[config.mk]
export PLATFORM = sky130hd
export DESIGN_NAME = json_string_escaper_flat
export DESIGN_NICKNAME = d
export VERILOG_FILES = /design/src/rtl/jse_pkg.sv /design/src/rtl/jse_if.sv /design/src/rtl/json_string_escaper.sv /design/src/rtl/jse_classify.sv /design/src/rtl/jse_expand.sv /design/src/rtl/jse_serial.sv /design/src/flat_wrapper.sv
export SDC_FILE = /design/constraint.sdc
export NUM_CORES = 1
export LEC_CHECK = 0
export BUFFER_PORTS_ARGS = -buffer_cell sky130_fd_sc_hd__buf_2
export CAP_MARGIN = 20
export CORE_MARGIN = 1.5
export CORE_UTILIZATION = 62
export DETAILED_ROUTE_END_ITERATION = 8
export HOLD_SLACK_MARGIN = 0.05
export PLACE_DENSITY = 0.8
export SYNTH_ARGS = -nofsm -noshare
export SYNTH_HDL_FRONTEND = slang
export SYNTH_HIERARCHICAL = 1
export SYNTH_SLANG_ARGS = --single-unit
[constraint.sdc]
create_clock -name clk -period 12.94 [get_ports clk]
set_input_delay 2.588 -clock clk [delete_from_list [all_inputs] [get_ports clk]]
set_output_delay 2.588 -clock clk [all_outputs]
set_load 0.01 [all_outputs]
[src/rtl/jse_pkg.sv]
// Package for the JSON string escaper: opcodes, character codes,
// inter-stage word types and the hex digit helper. No dependencies.
`default_nettype none

package jse_pkg;

  // Input opcodes
  localparam logic [1:0] OP_BEGIN = 2'd0;
  localparam logic [1:0] OP_CHAR  = 2'd1;
  localparam logic [1:0] OP_END   = 2'd2;
  localparam logic [1:0] OP_RSVD  = 2'd3;

  localparam int UNIT_W  = 16;
  localparam int MAX_OUT = 6;
  localparam int CNT_W   = 3;

  // Character codes
  localparam logic [UNIT_W-1:0] CH_QUOTE     = 16'h0022;
  localparam logic [UNIT_W-1:0] CH_BACKSLASH = 16'h005C;
  localparam logic [UNIT_W-1:0] CH_SPACE     = 16'h0020;
  localparam logic [UNIT_W-1:0] CH_ZERO      = 16'h0030;
  localparam logic [UNIT_W-1:0] CH_LA_M10    = 16'h0057; // 'a' - 10
  localparam logic [UNIT_W-1:0] CH_B         = 16'h0062;
  localparam logic [UNIT_W-1:0] CH_F         = 16'h0066;
  localparam logic [UNIT_W-1:0] CH_N         = 16'h006E;
  localparam logic [UNIT_W-1:0] CH_R         = 16'h0072;
  localparam logic [UNIT_W-1:0] CH_T         = 16'h0074;
  localparam logic [UNIT_W-1:0] CH_U         = 16'h0075;

  // Control codes with short escapes
  localparam logic [UNIT_W-1:0] CC_BS  = 16'h0008;
  localparam logic [UNIT_W-1:0] CC_TAB = 16'h0009;
  localparam logic [UNIT_W-1:0] CC_LF  = 16'h000A;
  localparam logic [UNIT_W-1:0] CC_FF  = 16'h000C;
  localparam logic [UNIT_W-1:0] CC_CR  = 16'h000D;

  // Escape counts
  localparam logic [CNT_W-1:0] CNT_ONE  = 3'd1;
  localparam logic [CNT_W-1:0] CNT_PAIR = 3'd2;
  localparam logic [CNT_W-1:0] CNT_HEX  = 3'd6;

  typedef enum logic [1:0] {
    CLS_QUOTE,
    CLS_PAIR,
    CLS_HEX,
    CLS_PLAIN
  } cls_t;

  // Classify -> expand word
  typedef struct packed {
    cls_t              cls;
    logic [UNIT_W-1:0] unit;
    logic [UNIT_W-1:0] second;
  } cls_word_t;

  // Expand -> serializer word
  typedef struct packed {
    logic [MAX_OUT-1:0][UNIT_W-1:0] units;
    logic [CNT_W-1:0]               cnt;
  } exp_word_t;

  // Lowercase hex digit as a code unit
  function automatic logic [UNIT_W-1:0] hex_digit(input logic [3:0] n);
    logic [UNIT_W-1:0] base;
    base = (n < 4'd10) ? CH_ZERO : CH_LA_M10;
    return base + UNIT_W'(n);
  endfunction

endpackage

`default_nettype wire

[src/rtl/jse_if.sv]
// Channel interfaces of the JSON string escaper: input words and result words.
// Depends on nothing.
`default_nettype none

interface jse_in_if;
  logic        valid;
  logic        ready;
  logic [1:0]  opcode;
  logic [15:0] code_unit;

  modport source (output valid, output opcode, output code_unit, input ready);
  modport sink   (input valid, input opcode, input code_unit, output ready);
endinterface

interface jse_out_if;
  logic        valid;
  logic        ready;
  logic [15:0] out_unit;
  logic        last;

  modport source (output valid, output out_unit, output last, input ready);
  modport sink   (input valid, input out_unit, input last, output ready);
endinterface

`default_nettype wire

[src/rtl/json_string_escaper.sv]
// Top level of the JSON string escaper: classify, expand and serialize stages.
// Depends on jse_pkg, jse_if, jse_classify, jse_expand and jse_serial.
//
//   channel  dir  payload                         handshake
//   in_ch    in   opcode[1:0], code_unit[15:0]    valid/ready
//   out_ch   out  out_unit[15:0], last            valid/ready
//
// An accepted word passes the classify and expand registers, the serializer
// buffer and the output register before its first output unit can be accepted.
// Quote and plain words leave at one per cycle while out_ch is ready; a two-unit
// or hex escape holds the serializer until its last unit is emitted, which sets the rate.
// Reset (synchronous, active low) clears only the stage valid bits and index.
// A stall on out_ch backs up through each stage's ready; nothing is dropped.
`default_nettype none

module json_string_escaper (
  input  wire logic clk,
  input  wire logic rst_n,
  jse_in_if.sink    in_ch,
  jse_out_if.source out_ch
);
  import jse_pkg::*;

  logic             cls_valid;
  logic             cls_ready;
  cls_word_t        cls_word;
  logic             exp_valid;
  logic             exp_ready;
  exp_word_t        exp_word;
  logic             buf_valid;
  logic [CNT_W-1:0] buf_idx;
  logic [CNT_W-1:0] buf_cnt;

  jse_classify u_classify (
    .clk      (clk),
    .rst_n    (rst_n),
    .in_ch    (in_ch),
    .dn_valid (cls_valid),
    .dn_ready (cls_ready),
    .dn_word  (cls_word)
  );

  jse_expand u_expand (
    .clk      (clk),
    .rst_n    (rst_n),
    .up_valid (cls_valid),
    .up_ready (cls_ready),
    .up_word  (cls_word),
    .dn_valid (exp_valid),
    .dn_ready (exp_ready),
    .dn_word  (exp_word)
  );

  jse_serial u_serial (
    .clk       (clk),
    .rst_n     (rst_n),
    .up_valid  (exp_valid),
    .up_ready  (exp_ready),
    .up_word   (exp_word),
    .out_ch    (out_ch),
    .buf_valid (buf_valid),
    .buf_idx   (buf_idx),
    .buf_cnt   (buf_cnt)
  );

  // Serializer index stays inside the held word
  a_idx_in_range: assert property (@(posedge clk) disable iff (!rst_n)
    buf_valid |-> (buf_idx < buf_cnt))
    else $error("serializer index past unit count");

  // Expanded words only have the three legal lengths
  a_cnt_legal: assert property (@(posedge clk) disable iff (!rst_n)
    exp_valid |-> (exp_word.cnt == CNT_ONE || exp_word.cnt == CNT_PAIR ||
                   exp_word.cnt == CNT_HEX))
    else $error("illegal escape length");

  // An escape sequence goes out without gaps once started
  a_no_gap: assert property (@(posedge clk) disable iff (!rst_n)
    (out_ch.valid && out_ch.ready && !out_ch.last) |=> out_ch.valid)
    else $error("gap inside escape sequence");

endmodule

`default_nettype wire

[src/rtl/jse_classify.sv]
// Stage 1: sorts each input word into quote, two-unit escape, hex escape or
// plain pass-through. Depends on jse_pkg and jse_in_if.
`default_nettype none

module jse_classify (
  input  wire logic              clk,
  input  wire logic              rst_n,
  jse_in_if.sink                 in_ch,
  output logic                   dn_valid,
  input  wire logic              dn_ready,
  output jse_pkg::cls_word_t     dn_word
);
  import jse_pkg::*;

  logic      valid_r;
  cls_word_t word_r;
  cls_word_t word_nxt;
  logic      load;

  assign load        = !valid_r || dn_ready;
  assign in_ch.ready = load;
  assign dn_valid    = valid_r;
  assign dn_word     = word_r;

  // Classification of the incoming word
  always_comb begin
    word_nxt.unit   = in_ch.code_unit;
    word_nxt.second = in_ch.code_unit;
    word_nxt.cls    = CLS_PLAIN;
    if (in_ch.opcode != OP_CHAR) begin
      word_nxt.cls = CLS_QUOTE;
    end else begin
      unique case (in_ch.code_unit)
        CH_QUOTE, CH_BACKSLASH: word_nxt.cls = CLS_PAIR;
        CC_BS:  begin word_nxt.cls = CLS_PAIR; word_nxt.second = CH_B; end
        CC_FF:  begin word_nxt.cls = CLS_PAIR; word_nxt.second = CH_F; end
        CC_LF:  begin word_nxt.cls = CLS_PAIR; word_nxt.second = CH_N; end
        CC_CR:  begin word_nxt.cls = CLS_PAIR; word_nxt.second = CH_R; end
        CC_TAB: begin word_nxt.cls = CLS_PAIR; word_nxt.second = CH_T; end
        default: begin
          word_nxt.cls = (in_ch.code_unit < CH_SPACE) ? CLS_HEX : CLS_PLAIN;
        end
      endcase
    end
  end

  // Stage valid; the reserved opcode is dropped here
  always_ff @(posedge clk) begin
    if (!rst_n) begin
      valid_r <= 1'b0;
    end else if (load) begin
      valid_r <= in_ch.valid && (in_ch.opcode != OP_RSVD);
    end
  end

  always_ff @(posedge clk) begin
    if (load) begin
      word_r <= word_nxt;
    end
  end

endmodule

`default_nettype wire

[src/rtl/jse_expand.sv]
// Stage 2: expands a classified word into its list of output units and count.
// Depends on jse_pkg.
`default_nettype none

module jse_expand (
  input  wire logic              clk,
  input  wire logic              rst_n,
  input  wire logic              up_valid,
  output logic                   up_ready,
  input  wire jse_pkg::cls_word_t up_word,
  output logic                   dn_valid,
  input  wire logic              dn_ready,
  output jse_pkg::exp_word_t     dn_word
);
  import jse_pkg::*;

  logic      valid_r;
  exp_word_t word_r;
  exp_word_t word_nxt;

  assign up_ready = !valid_r || dn_ready;
  assign dn_valid = valid_r;
  assign dn_word  = word_r;

  // Unit list per class
  always_comb begin
    word_nxt.units = '0;
    word_nxt.cnt   = CNT_ONE;
    unique case (up_word.cls)
      CLS_QUOTE: begin
        word_nxt.units[0] = CH_QUOTE;
      end
      CLS_PAIR: begin
        word_nxt.units[0] = CH_BACKSLASH;
        word_nxt.units[1] = up_word.second;
        word_nxt.cnt      = CNT_PAIR;
      end
      CLS_HEX: begin
        word_nxt.units[0] = CH_BACKSLASH;
        word_nxt.units[1] = CH_U;
        word_nxt.units[2] = CH_ZERO;
        word_nxt.units[3] = CH_ZERO;
        word_nxt.units[4] = hex_digit({3'b000, up_word.unit[4]});
        word_nxt.units[5] = hex_digit(up_word.unit[3:0]);
        word_nxt.cnt      = CNT_HEX;
      end
      CLS_PLAIN: begin
        word_nxt.units[0] = up_word.unit;
      end
      default: begin
        word_nxt.units[0] = up_word.unit;
      end
    endcase
  end

  always_ff @(posedge clk) begin
    if (!rst_n) begin
      valid_r <= 1'b0;
    end else if (up_ready) begin
      valid_r <= up_valid;
    end
  end

  always_ff @(posedge clk) begin
    if (up_ready) begin
      word_r <= word_nxt;
    end
  end

endmodule

`default_nettype wire

[src/rtl/jse_serial.sv]
// Stage 3: holds one expanded word and emits its units into the output register,
// one per cycle while it is free. Depends on jse_pkg and jse_out_if.
`default_nettype none

module jse_serial (
  input  wire logic              clk,
  input  wire logic              rst_n,
  input  wire logic              up_valid,
  output logic                   up_ready,
  input  wire jse_pkg::exp_word_t up_word,
  jse_out_if.source              out_ch,
  output logic                   buf_valid,
  output logic [jse_pkg::CNT_W-1:0] buf_idx,
  output logic [jse_pkg::CNT_W-1:0] buf_cnt
);
  import jse_pkg::*;

  logic                  buf_valid_r;
  exp_word_t             buf_r;
  logic [CNT_W-1:0]      idx_r;
  logic                  out_valid_r;
  logic [UNIT_W-1:0]     out_unit_r;
  logic                  out_last_r;
  logic                  out_free;
  logic                  emit;
  logic                  buf_last;

  assign out_free = !out_valid_r || out_ch.ready;
  assign emit     = buf_valid_r && out_free;
  assign buf_last = (idx_r == (buf_r.cnt - CNT_ONE));
  assign up_ready = !buf_valid_r || (emit && buf_last);

  assign out_ch.valid    = out_valid_r;
  assign out_ch.out_unit = out_unit_r;
  assign out_ch.last     = out_last_r;
  assign buf_valid       = buf_valid_r;
  assign buf_idx         = idx_r;
  assign buf_cnt         = buf_r.cnt;

  // Control: buffer valid, unit index, output valid
  always_ff @(posedge clk) begin
    if (!rst_n) begin
      buf_valid_r <= 1'b0;
      idx_r       <= '0;
      out_valid_r <= 1'b0;
    end else begin
      if (out_free) begin
        out_valid_r <= buf_valid_r;
      end
      if (up_ready) begin
        buf_valid_r <= up_valid;
        idx_r       <= '0;
      end else if (emit) begin
        idx_r <= idx_r + CNT_ONE;
      end
    end
  end

  // Payload
  always_ff @(posedge clk) begin
    if (up_ready && up_valid) begin
      buf_r <= up_word;
    end
    if (emit) begin
      out_unit_r <= buf_r.units[idx_r];
      out_last_r <= buf_last;
    end
  end

endmodule

`default_nettype wire
[src/flat_wrapper.sv]
// flat-port wrapper written by rule: the top's interface ports become plain ports
module json_string_escaper_flat import jse_pkg::*;
  (clk, rst_n, in_ch_valid, in_ch_opcode, in_ch_code_unit, in_ch_ready, out_ch_valid, out_ch_out_unit, out_ch_last, out_ch_ready);
  jse_in_if in_ch_i ();
  jse_out_if out_ch_i ();
  input  wire logic clk;
  input  wire logic rst_n;
  input wire logic [$bits(in_ch_i.valid)-1:0] in_ch_valid;
  input wire logic [$bits(in_ch_i.opcode)-1:0] in_ch_opcode;
  input wire logic [$bits(in_ch_i.code_unit)-1:0] in_ch_code_unit;
  output wire logic [$bits(in_ch_i.ready)-1:0] in_ch_ready;
  output wire logic [$bits(out_ch_i.valid)-1:0] out_ch_valid;
  output wire logic [$bits(out_ch_i.out_unit)-1:0] out_ch_out_unit;
  output wire logic [$bits(out_ch_i.last)-1:0] out_ch_last;
  input wire logic [$bits(out_ch_i.ready)-1:0] out_ch_ready;
  assign in_ch_i.valid = in_ch_valid;
  assign in_ch_i.opcode = in_ch_opcode;
  assign in_ch_i.code_unit = in_ch_code_unit;
  assign in_ch_ready = in_ch_i.ready;
  assign out_ch_valid = out_ch_i.valid;
  assign out_ch_out_unit = out_ch_i.out_unit;
  assign out_ch_last = out_ch_i.last;
  assign out_ch_i.ready = out_ch_ready;
  json_string_escaper u_core (.clk(clk), .rst_n(rst_n), .in_ch(in_ch_i), .out_ch(out_ch_i));
endmodule
Yosys cells after proc, flatten, opt, wreduce, memory -nomap -nowiden. Index checks and enable logic that the tools add are counted.

Add/sub/neg operators: 4. $mul: 0. Divide/modulo/power cells: 0. Magnitude comparators: 3. Equality and inequality tests: 13. Shifts and indexed selects: 0. Muxes and demuxes: 11. Bitwise gates (word level): 1. Reduce and logical (&&, ||, !) cells: 17.

Operators with widths (number): 16-bit by 4-bit == test with 1-bit output, second input constant (5); 16-bit case mux with 5 select lines (1); 16-bit binary-select mux with 3-bit select (1); 16-bit case mux with 3 select lines (1); 16-bit 2-to-1 mux (2); 16-bit case mux with 2 select lines (1); 22-bit 2-to-1 mux (1); 16-bit by 6-bit == test with 1-bit output, second input constant (1); 16-bit by 7-bit == test with 1-bit output, second input constant (1); 16-bit by 6-bit less-than comparator with 1-bit output, second input constant (1); 7-bit by 4-bit adder with 8-bit output (1); 8-bit OR reduction (1); 6-bit by 1-bit adder with 7-bit output, first input constant (1); 7-bit 2-to-1 mux (1); 7-bit OR reduction (1); 3-bit case mux with 2 select lines (1); 2-bit == test, second input constant (2); 1-bit logical AND (4); 1-bit zero test (4); 1-bit logical OR (4); 3-bit by 4-bit less-than comparator with 1-bit output, second input constant (1); 4-bit less-than comparator, second input constant (1); 2-bit OR reduction (2); 3-bit by 1-bit adder with 3-bit output, second input constant (1); other kinds (8) (9).

Flip-flop bits (word level): 222. Latch bits: 0. Memory bits (writable): 0. Memory bits (read-only): 0. Input bits: 22. Output and inout port bits: 19. Word-level logic and storage cells: 74. Memories kept: 0.

Logic depth before layout (Yosys ltp). Gate-level depths: netlist of the first run.

Word-level depth: 7. Mapped depth: 8.

By module. The synthesis of the first run kept the hierarchy.

Modules (own cells, without submodules): jse_serial (times used 1, cells an instance 229, area an instance 4573.1 um^2, seq. area each 3583.4 um^2); jse_expand (times used 1, cells an instance 176, area an instance 2292.2 um^2, seq. area each 1371.3 um^2); jse_classify (times used 1, cells an instance 86, area an instance 1367.6 um^2, seq. area each 1041.0 um^2).

Worst setup path before layout of the first run. OpenSTA, ideal clock, no wires.

Kind: in2reg. Start: in out_ch_ready. End: reg u_core.u_serial.buf_r, in the netlist u_core/u_serial/buf_cnt[0] (enable). Setup time: 707 ps. Arrival time: 10057 ps. Required time: 12233 ps. Setup slack: 2176 ps. Stages: 3. Buffers on the path: 0. Cells stage by stage: nand2b_1 -> nand4_1 -> a21boi_0.

Longest elaborated chain between the ends: 5.

Ends and longest elaborated chain: start, declared (RTL line flat_wrapper.sv:15) `input wire logic [$bits(out_ch_i.ready)-1:0] out_ch_ready;`; 1-bit logical OR (RTL line jse_serial.sv:28) `assign out_free = !out_valid_r || out_ch.ready;`; 1-bit logical AND (RTL line jse_serial.sv:29) `assign emit = buf_valid_r && out_free;`; 1-bit logical AND (RTL line jse_serial.sv:31) `assign up_ready = !buf_valid_r || (emit && buf_last);`; 1-bit logical OR (RTL line jse_serial.sv:31); 1-bit logical AND (RTL line jse_serial.sv:61) `if (up_ready && up_valid) begin`; end signal, assigned (RTL line jse_serial.sv:62) `buf_r <= up_word;`; end, declared (RTL line jse_serial.sv:19) `exp_word_t buf_r;`.

No other way between the ends. A chain may end at the register's enable or synchronous reset.

Worst setup path in the final report of the first run.
Start: in out_ch_ready. End: out in_ch_ready.

Longest elaborated chain between the ends: 6.

Ends and longest elaborated chain: 1-bit logical OR (RTL line jse_serial.sv:28); 1-bit logical AND (RTL line jse_serial.sv:29); 1-bit logical AND (RTL line jse_serial.sv:31); 1-bit logical OR (RTL line jse_serial.sv:31); via u_core.exp_ready (RTL line json_string_escaper.sv:28) `logic exp_ready;`; 1-bit logical OR (RTL line jse_expand.sv:21) `assign up_ready = !valid_r || dn_ready;`; via u_core.cls_ready (RTL line json_string_escaper.sv:25) `logic cls_ready;`; 1-bit logical OR (RTL line jse_classify.sv:20) `assign load = !valid_r || dn_ready;`; end, declared (RTL line flat_wrapper.sv:11) `output wire logic [$bits(in_ch_i.ready)-1:0] in_ch_ready;`.

The timed path passes the listed nets, and every way through them passes these cells.

==> results of run 1 <==
[power breakdown]
group	internal (mW)	switching (mW)	total [mW]
registers	0.743	0.00868	0.751
clock network	0.352	0.219	0.572
logic	0.0189	0.0306	0.0494
[layout make-up]
class	count	share of cell area (%)
flip-flops and latches	202	66.5
multi-input cells	231	19.8
clock buffers	27	6.41
repair buffers	45	2.77
well taps	172	2.39
inverters	26	1.08
clock inverters	9	1.03
[final timing paths]
| path | endpoint | slack (ns) | cells after the start | startpoint |
|---|---|---|---|---|
| max | in_ch_ready | 5.86 | 9 | out_ch_ready |
| min | u_core/u_serial/buf_r[27]$_DFFE_PP_ | 0.41 | 0 | u_core/u_expand/dn_word[27]$_SDFFCE_PP0P_ |
| max reg2reg | u_core/u_classify/dn_word[27]$_DFFE_PP_ | 9.67 | 7 | u_core/u_serial/buf_idx[1]$_SDFFE_PP0P_ |
| min reg2reg | u_core/u_serial/buf_r[27]$_DFFE_PP_ | 0.41 | 0 | u_core/u_expand/dn_word[27]$_SDFFCE_PP0P_ |
[worst reg2reg max path: cells and delay by family (launching register included)]
| family | cells | cell delay [ns] |
|---|---|---|
| XOR/XNOR | 1 | 0.38 |
| buffers and inverters | 2 | 0.64 |
| flip-flops | 1 | 0.99 |
| AND/OR/NAND/NOR | 4 | 0.90 |
[per-layer routing]
metal	share of wire (%)	vias to the layer above	wire length, µm
met5	0	-	0
met1	46	1831	5460
met3	5.3	27	629
met2	47	128	5540
li1	-	1809	-
met4	2.2	0	261
[sequential cells by signal (all words and copies together) (netlist names)]
register and count:
u_core/u_serial/buf_idx 3, u_core/u_serial/out_ch.last 1, u_core/u_serial/out_ch.valid 1, u_core/u_classify/dn_valid 1, u_core/u_serial/buf_r 96, u_core/u_expand/dn_word 45, u_core/u_serial/out_ch.out_unit 16, u_core/u_serial/buf_cnt 3
u_core/u_expand/dn_valid 1, u_core/u_classify/dn_word 34, u_core/u_serial/buf_valid 1
==> results.ini, run 1 <==
[status]
status = completed

[clock_tree]
cts_made_buffers = 20
cts_resized = 0
clk_pin_slew_worst_paths_ns = 0.06
clock-sinks = 202
clk-insertion-delay-late_ns = 0.47
cts_max_path_buffers = 3
cts_max_level = 1
tritoncts = done
clock_tree.root_cell = clkbuf_16
postCtsHoldBufs = 0
cts_setup_buffers = 0

[cells_and_area]
synthToLayoutAreaGrowth_pct = 9.84
drive_gt1_share_pct = 18.9
regArea_mm2 = 0.00600
fillCellCount = 764
final_area_mm2 = 0.00902
multi_input_area_mm2 = 0.00179
final_common_cell = edfxtp_1
instances_no_fill = 712
nets = 557
final_core_util_pct = 70.6
diodes = 0
layout_common_cells = 195 x edfxtp_1, 50 x conb_1, 40 x buf_2, 26 x inv_1, 21 x clkbuf_16

[grt]
grt_start_max_net_pins = 55
met1_usage_pct = 25.3
globalRouteMet2Util_pct = 27.4
grt_use_met3_pct = 2.23
overflow = 0
grt_pass1_wl_um = 19200
busiest_layer = met2
grt_pass1_vias = 3758
antenna_found_initial = 0
grtUsageTotal_pct = 17.4

[power]
powerDensity_mw_per_mm2 = 152
peakVddDrop_mv = 0.0961
finalPower_mw = 1.37
p_leak_nw = 3.45

[sta]
finalSetupViolations = 0
setup_ws_ns = 5.86
relSlewSlack_pct = 31.9
tightestPinTransition_ns = 1.02
finClkSkew_ns = 0.00796
fmax_mhz = 141
rsz0062_at_grt = no
finalMaxSlewViolations = 0
finalSetupTns_ns = 0
period_minus_slack_ns = 7.08
finalHoldViolCount = 0
period_share_pct = 54.7
timing.hold.ws_ns = 0.413

[placed_design]
portBuffers = 40
dp_hpwl_um = 7280
place_ws_ns = 5.47
place_inst = 675
dpl_cell_area_mm2 = 0.00833
gp_congestion = 0.762

[setup_path]
critPathTopFamily = simple AND/OR/NAND/NOR gates
cp.buffers_inverters = 4
cp_max_fo = 41
arrival_ns = 4.49
required_ns = 10.35
cp-end-kind = output port
crit_path_max_incr_delay_ns = 0.37
cpMaxStageDelayCell = buf_4
critPathLaunchType = input pin
crit_chain = buf_2 -> nand2b_1 -> nand4_1 -> nand2_1 -> nand2b_2 -> buf_12 -> nand2b_1 -> buf_4 -> buf_2
worst-setup-path-type = input pin to output port

[die]
initial_core_util_pct = 64.3
ios = 41
core_region_area_mm2 = 0.0128
rows = 41
die_y_um = 118
die_area_mm2 = 0.0139
die_w_um = 118

[detailed_routing]
drc = 0
wl_per_cell_um = 16.7
drt-initial-drc-count = 396
wirelength_um = 11900
antenna_left = 0
viasPerCell = 5.33
routed-via-count = 3795
dr.pass1.iters = 5

[worst_hold_path]
worstHoldPathType = flip-flop to flip-flop

[logic_synthesis]
syn-cell-area_mm2 = 0.00821
netlist_instances = 488
avgSynthCellArea_um2 = 16.8
yosys_warnings = 6

[job]
drv_cap = 0

No activity file was read; power rests on OpenSTA's default activity.
==> run 2: changes to the inputs <==
--- a/config.mk
+++ b/config.mk
@@ -8,10 +8,10 @@
 export BUFFER_PORTS_ARGS = -buffer_cell sky130_fd_sc_hd__buf_2
 export CAP_MARGIN = 20
 export CORE_MARGIN = 1.5
-export CORE_UTILIZATION = 62
+export CORE_UTILIZATION = 56
 export DETAILED_ROUTE_END_ITERATION = 8
 export HOLD_SLACK_MARGIN = 0.05
-export PLACE_DENSITY = 0.8
+export PLACE_DENSITY = 0.77
 export SYNTH_ARGS = -nofsm -noshare
 export SYNTH_HDL_FRONTEND = slang
 export SYNTH_HIERARCHICAL = 1
==> constraint.sdc (replaced) <==
create_clock -name clk -period 6.3 [get_ports clk]
set_input_delay 1.26 -clock clk [delete_from_list [all_inputs] [get_ports clk]]
set_output_delay 1.26 -clock clk [all_outputs]
set_load 0.01 [all_outputs]
==> results.ini, run 2 (synthesis gave the netlist of run 1 again) <==
[grt]
grtUsageTotal_pct = 15.4  ; was 17.4%
antenna_found_initial = 0  ; unchanged
grt_pass1_wl_um = 18100  ; was 19200 µm
grt_start_max_net_pins = 100  ; was 55
overflow = 0  ; unchanged
grt_pass1_vias = 3681  ; was 3758

[sta]
fmax_mhz = 209
finalHoldViolCount = 0  ; unchanged
finalMaxSlewViolations = 0  ; unchanged
period_share_pct = 76.0
finalSetupViolations = 0  ; unchanged
rsz0062_at_grt = no  ; unchanged
finClkSkew_ns = 0.0114  ; was 0.00796 ns
finalSetupTns_ns = 0  ; unchanged
period_minus_slack_ns = 4.79
tightestPinTransition_ns = 0.875  ; was 1.02 ns
relSlewSlack_pct = 41.6  ; was 31.9%

[cells_and_area]
final_core_util_pct = 62.1  ; was 70.6%
diodes = 0  ; unchanged
nets = 557  ; unchanged
layout_common_cells = 195 x edfxtp_1, 50 x conb_1, 40 x buf_2, 26 x inv_1, 21 x clkbuf_16  ; unchanged
top_register = u_core/u_serial/buf_r  ; unchanged
largest_reg_flops = 96  ; unchanged
final_common_cell = edfxtp_1  ; unchanged
synthToLayoutAreaGrowth_pct = 9.05  ; was 9.84%
drive_gt1_share_pct = 17.2  ; was 18.9%

[detailed_routing]
dr.pass1.iters = 4  ; was 5
drc = 0  ; unchanged
wirelength_um = 11400  ; was 11900 µm
routed-via-count = 3716  ; was 3795
viasPerCell = 5.13  ; was 5.33
drt-initial-drc-count = 317  ; was 396
wl_per_cell_um = 15.7  ; was 16.7 µm
antenna_left = 0  ; unchanged

[power]
peakVddDrop_mv = 0.207  ; was 0.0961 mV
powerDensity_mw_per_mm2 = 300  ; was 152 mW/mm²
p_leak_nw = 3.40  ; was 3.45 nW

[setup_path]
cpMaxStageDelayCell = dfxtp_1  ; was buf_4
crit_top_cell = buf_4
critPathLaunchType = flip-flop  ; was input pin
required_ns = 5.04  ; was 10.35 ns
crit_chain = xor2_1 -> nand4_1 -> nand2_1 -> nand2b_2 -> buf_4 -> nand2b_1 -> buf_4 -> buf_2  ; was buf_2 -> nand2b_1 -> nand4_1 -> nand2_1 -> nand2b_2 -> buf_12 -> nand2b_1 -> buf_4 -> buf_2
worst-setup-path-type = flip-flop to output port  ; was input pin to output port
arrival_ns = 3.53  ; was 4.49 ns
cp_max_fo = 47  ; was 41
cp-end-kind = output port  ; unchanged
crit_path_max_incr_delay_ns = 0.89  ; was 0.37 ns

[clock_tree]
cts_setup_buffers = 0  ; unchanged
cts_resized = 0  ; unchanged
cts_made_buffers = 20  ; unchanged
postCtsHoldBufs = 0  ; unchanged
cts_max_level = 1  ; unchanged
clock-sinks = 202  ; unchanged
clk-insertion-delay-late_ns = 0.48  ; was 0.47 ns
clock_tree.root_cell = clkbuf_16  ; unchanged
cts_max_path_buffers = 3  ; unchanged
clk_pin_slew_worst_paths_ns = 0.06  ; about the same
tritoncts = done  ; unchanged

[placed_design]
portBuffers = 40  ; unchanged
dp_hpwl_um = 7630  ; was 7280 µm
gp_congestion = 0.844  ; was 0.762

[die]
die_y_um = 124  ; was 118 µm
die_w_um = 124  ; was 118 µm
rows = 44  ; was 41
ios = 41  ; unchanged
core_region_area_mm2 = 0.0144  ; was 0.0128 mm²
initial_core_util_pct = 56.9  ; was 64.3%
die_area_mm2 = 0.0154  ; was 0.0139 mm²

[worst_hold_path]
worstHoldPathType = flip-flop to flip-flop  ; unchanged

[status]
status = completed  ; unchanged

[job]
drv_cap = 0  ; unchanged

## run 2: changes by cell type in the layout (fill, tap and decap cells not counted), sizes merged
cell,before,now
clkinv,7,11
bufinv,2,0
clkbuf,27,25
## run 2: through the flow
stage	std cells	power [mW]	instance area, µm²	hold slack (ns)	worst slack (ns)
after floorplan	537	1.66	8400	0.400	1.16
after global placement	687	1.66	8340	0.405	1.86
after detailed placement	687	1.67	8340	0.405	1.77
after CTS	723	2.72	8930	0.418	1.49
after global routing	724	2.79	8950	0.422	1.26
final	724	2.69	8950	0.417	1.51
## run 2: per-layer routing
metal	global-route usage (%)	part of all wire (%)	vias to the layer above
met3	3.25	6.8	19
li1	-	-	1815
met1	22.0	45	1767
met5	0	0	-
met2	24.0	47	115
met4	5.11	1.6	0
## run 2: critical path: cells and delay by family, from the launching register on
family	cells	cell delay [ns]
flip-flops	1	0.89
AND/OR/NAND/NOR	4	0.77
XOR/XNOR	1	0.33
buffers and inverters	3	1.03
## run 2: final timing paths
| path | from | end | slack [ns] | cells past startpoint |
|---|---|---|---|---|
| min reg2reg | u_core/u_expand/dn_word[5]$_SDFFCE_PN0P_ | u_core/u_serial/buf_r[5]$_DFFE_PP_ | 0.42 | 0 |
| max | u_core/u_serial/buf_idx[1]$_SDFFE_PP0P_ | in_ch_ready | 1.51 | 8 |
| min | u_core/u_expand/dn_word[5]$_SDFFCE_PN0P_ | u_core/u_serial/buf_r[5]$_DFFE_PP_ | 0.42 | 0 |
| max reg2reg | u_core/u_serial/buf_idx[1]$_SDFFE_PP0P_ | u_core/u_classify/dn_word[24]$_DFFE_PP_ | 3.11 | 7 |
## run 2: power breakdown
part	total [mW]	switching, mW	internal [mW]
Sequential	1.54	0.0180	1.53
Combinational	0.0990	0.0597	0.0393
Clock	1.05	0.443	0.603
## run 2: area by class of cell
type / count / area [µm²]
inverter: 26 / 97.6
clock buffer: 25 / 541
fill: 1003 / 5470
tap: 184 / 230
timing repair buffer: 45 / 258
multi-input combinational: 231 / 1790
sequential: 202 / 6000
clock inverter: 11 / 42.5
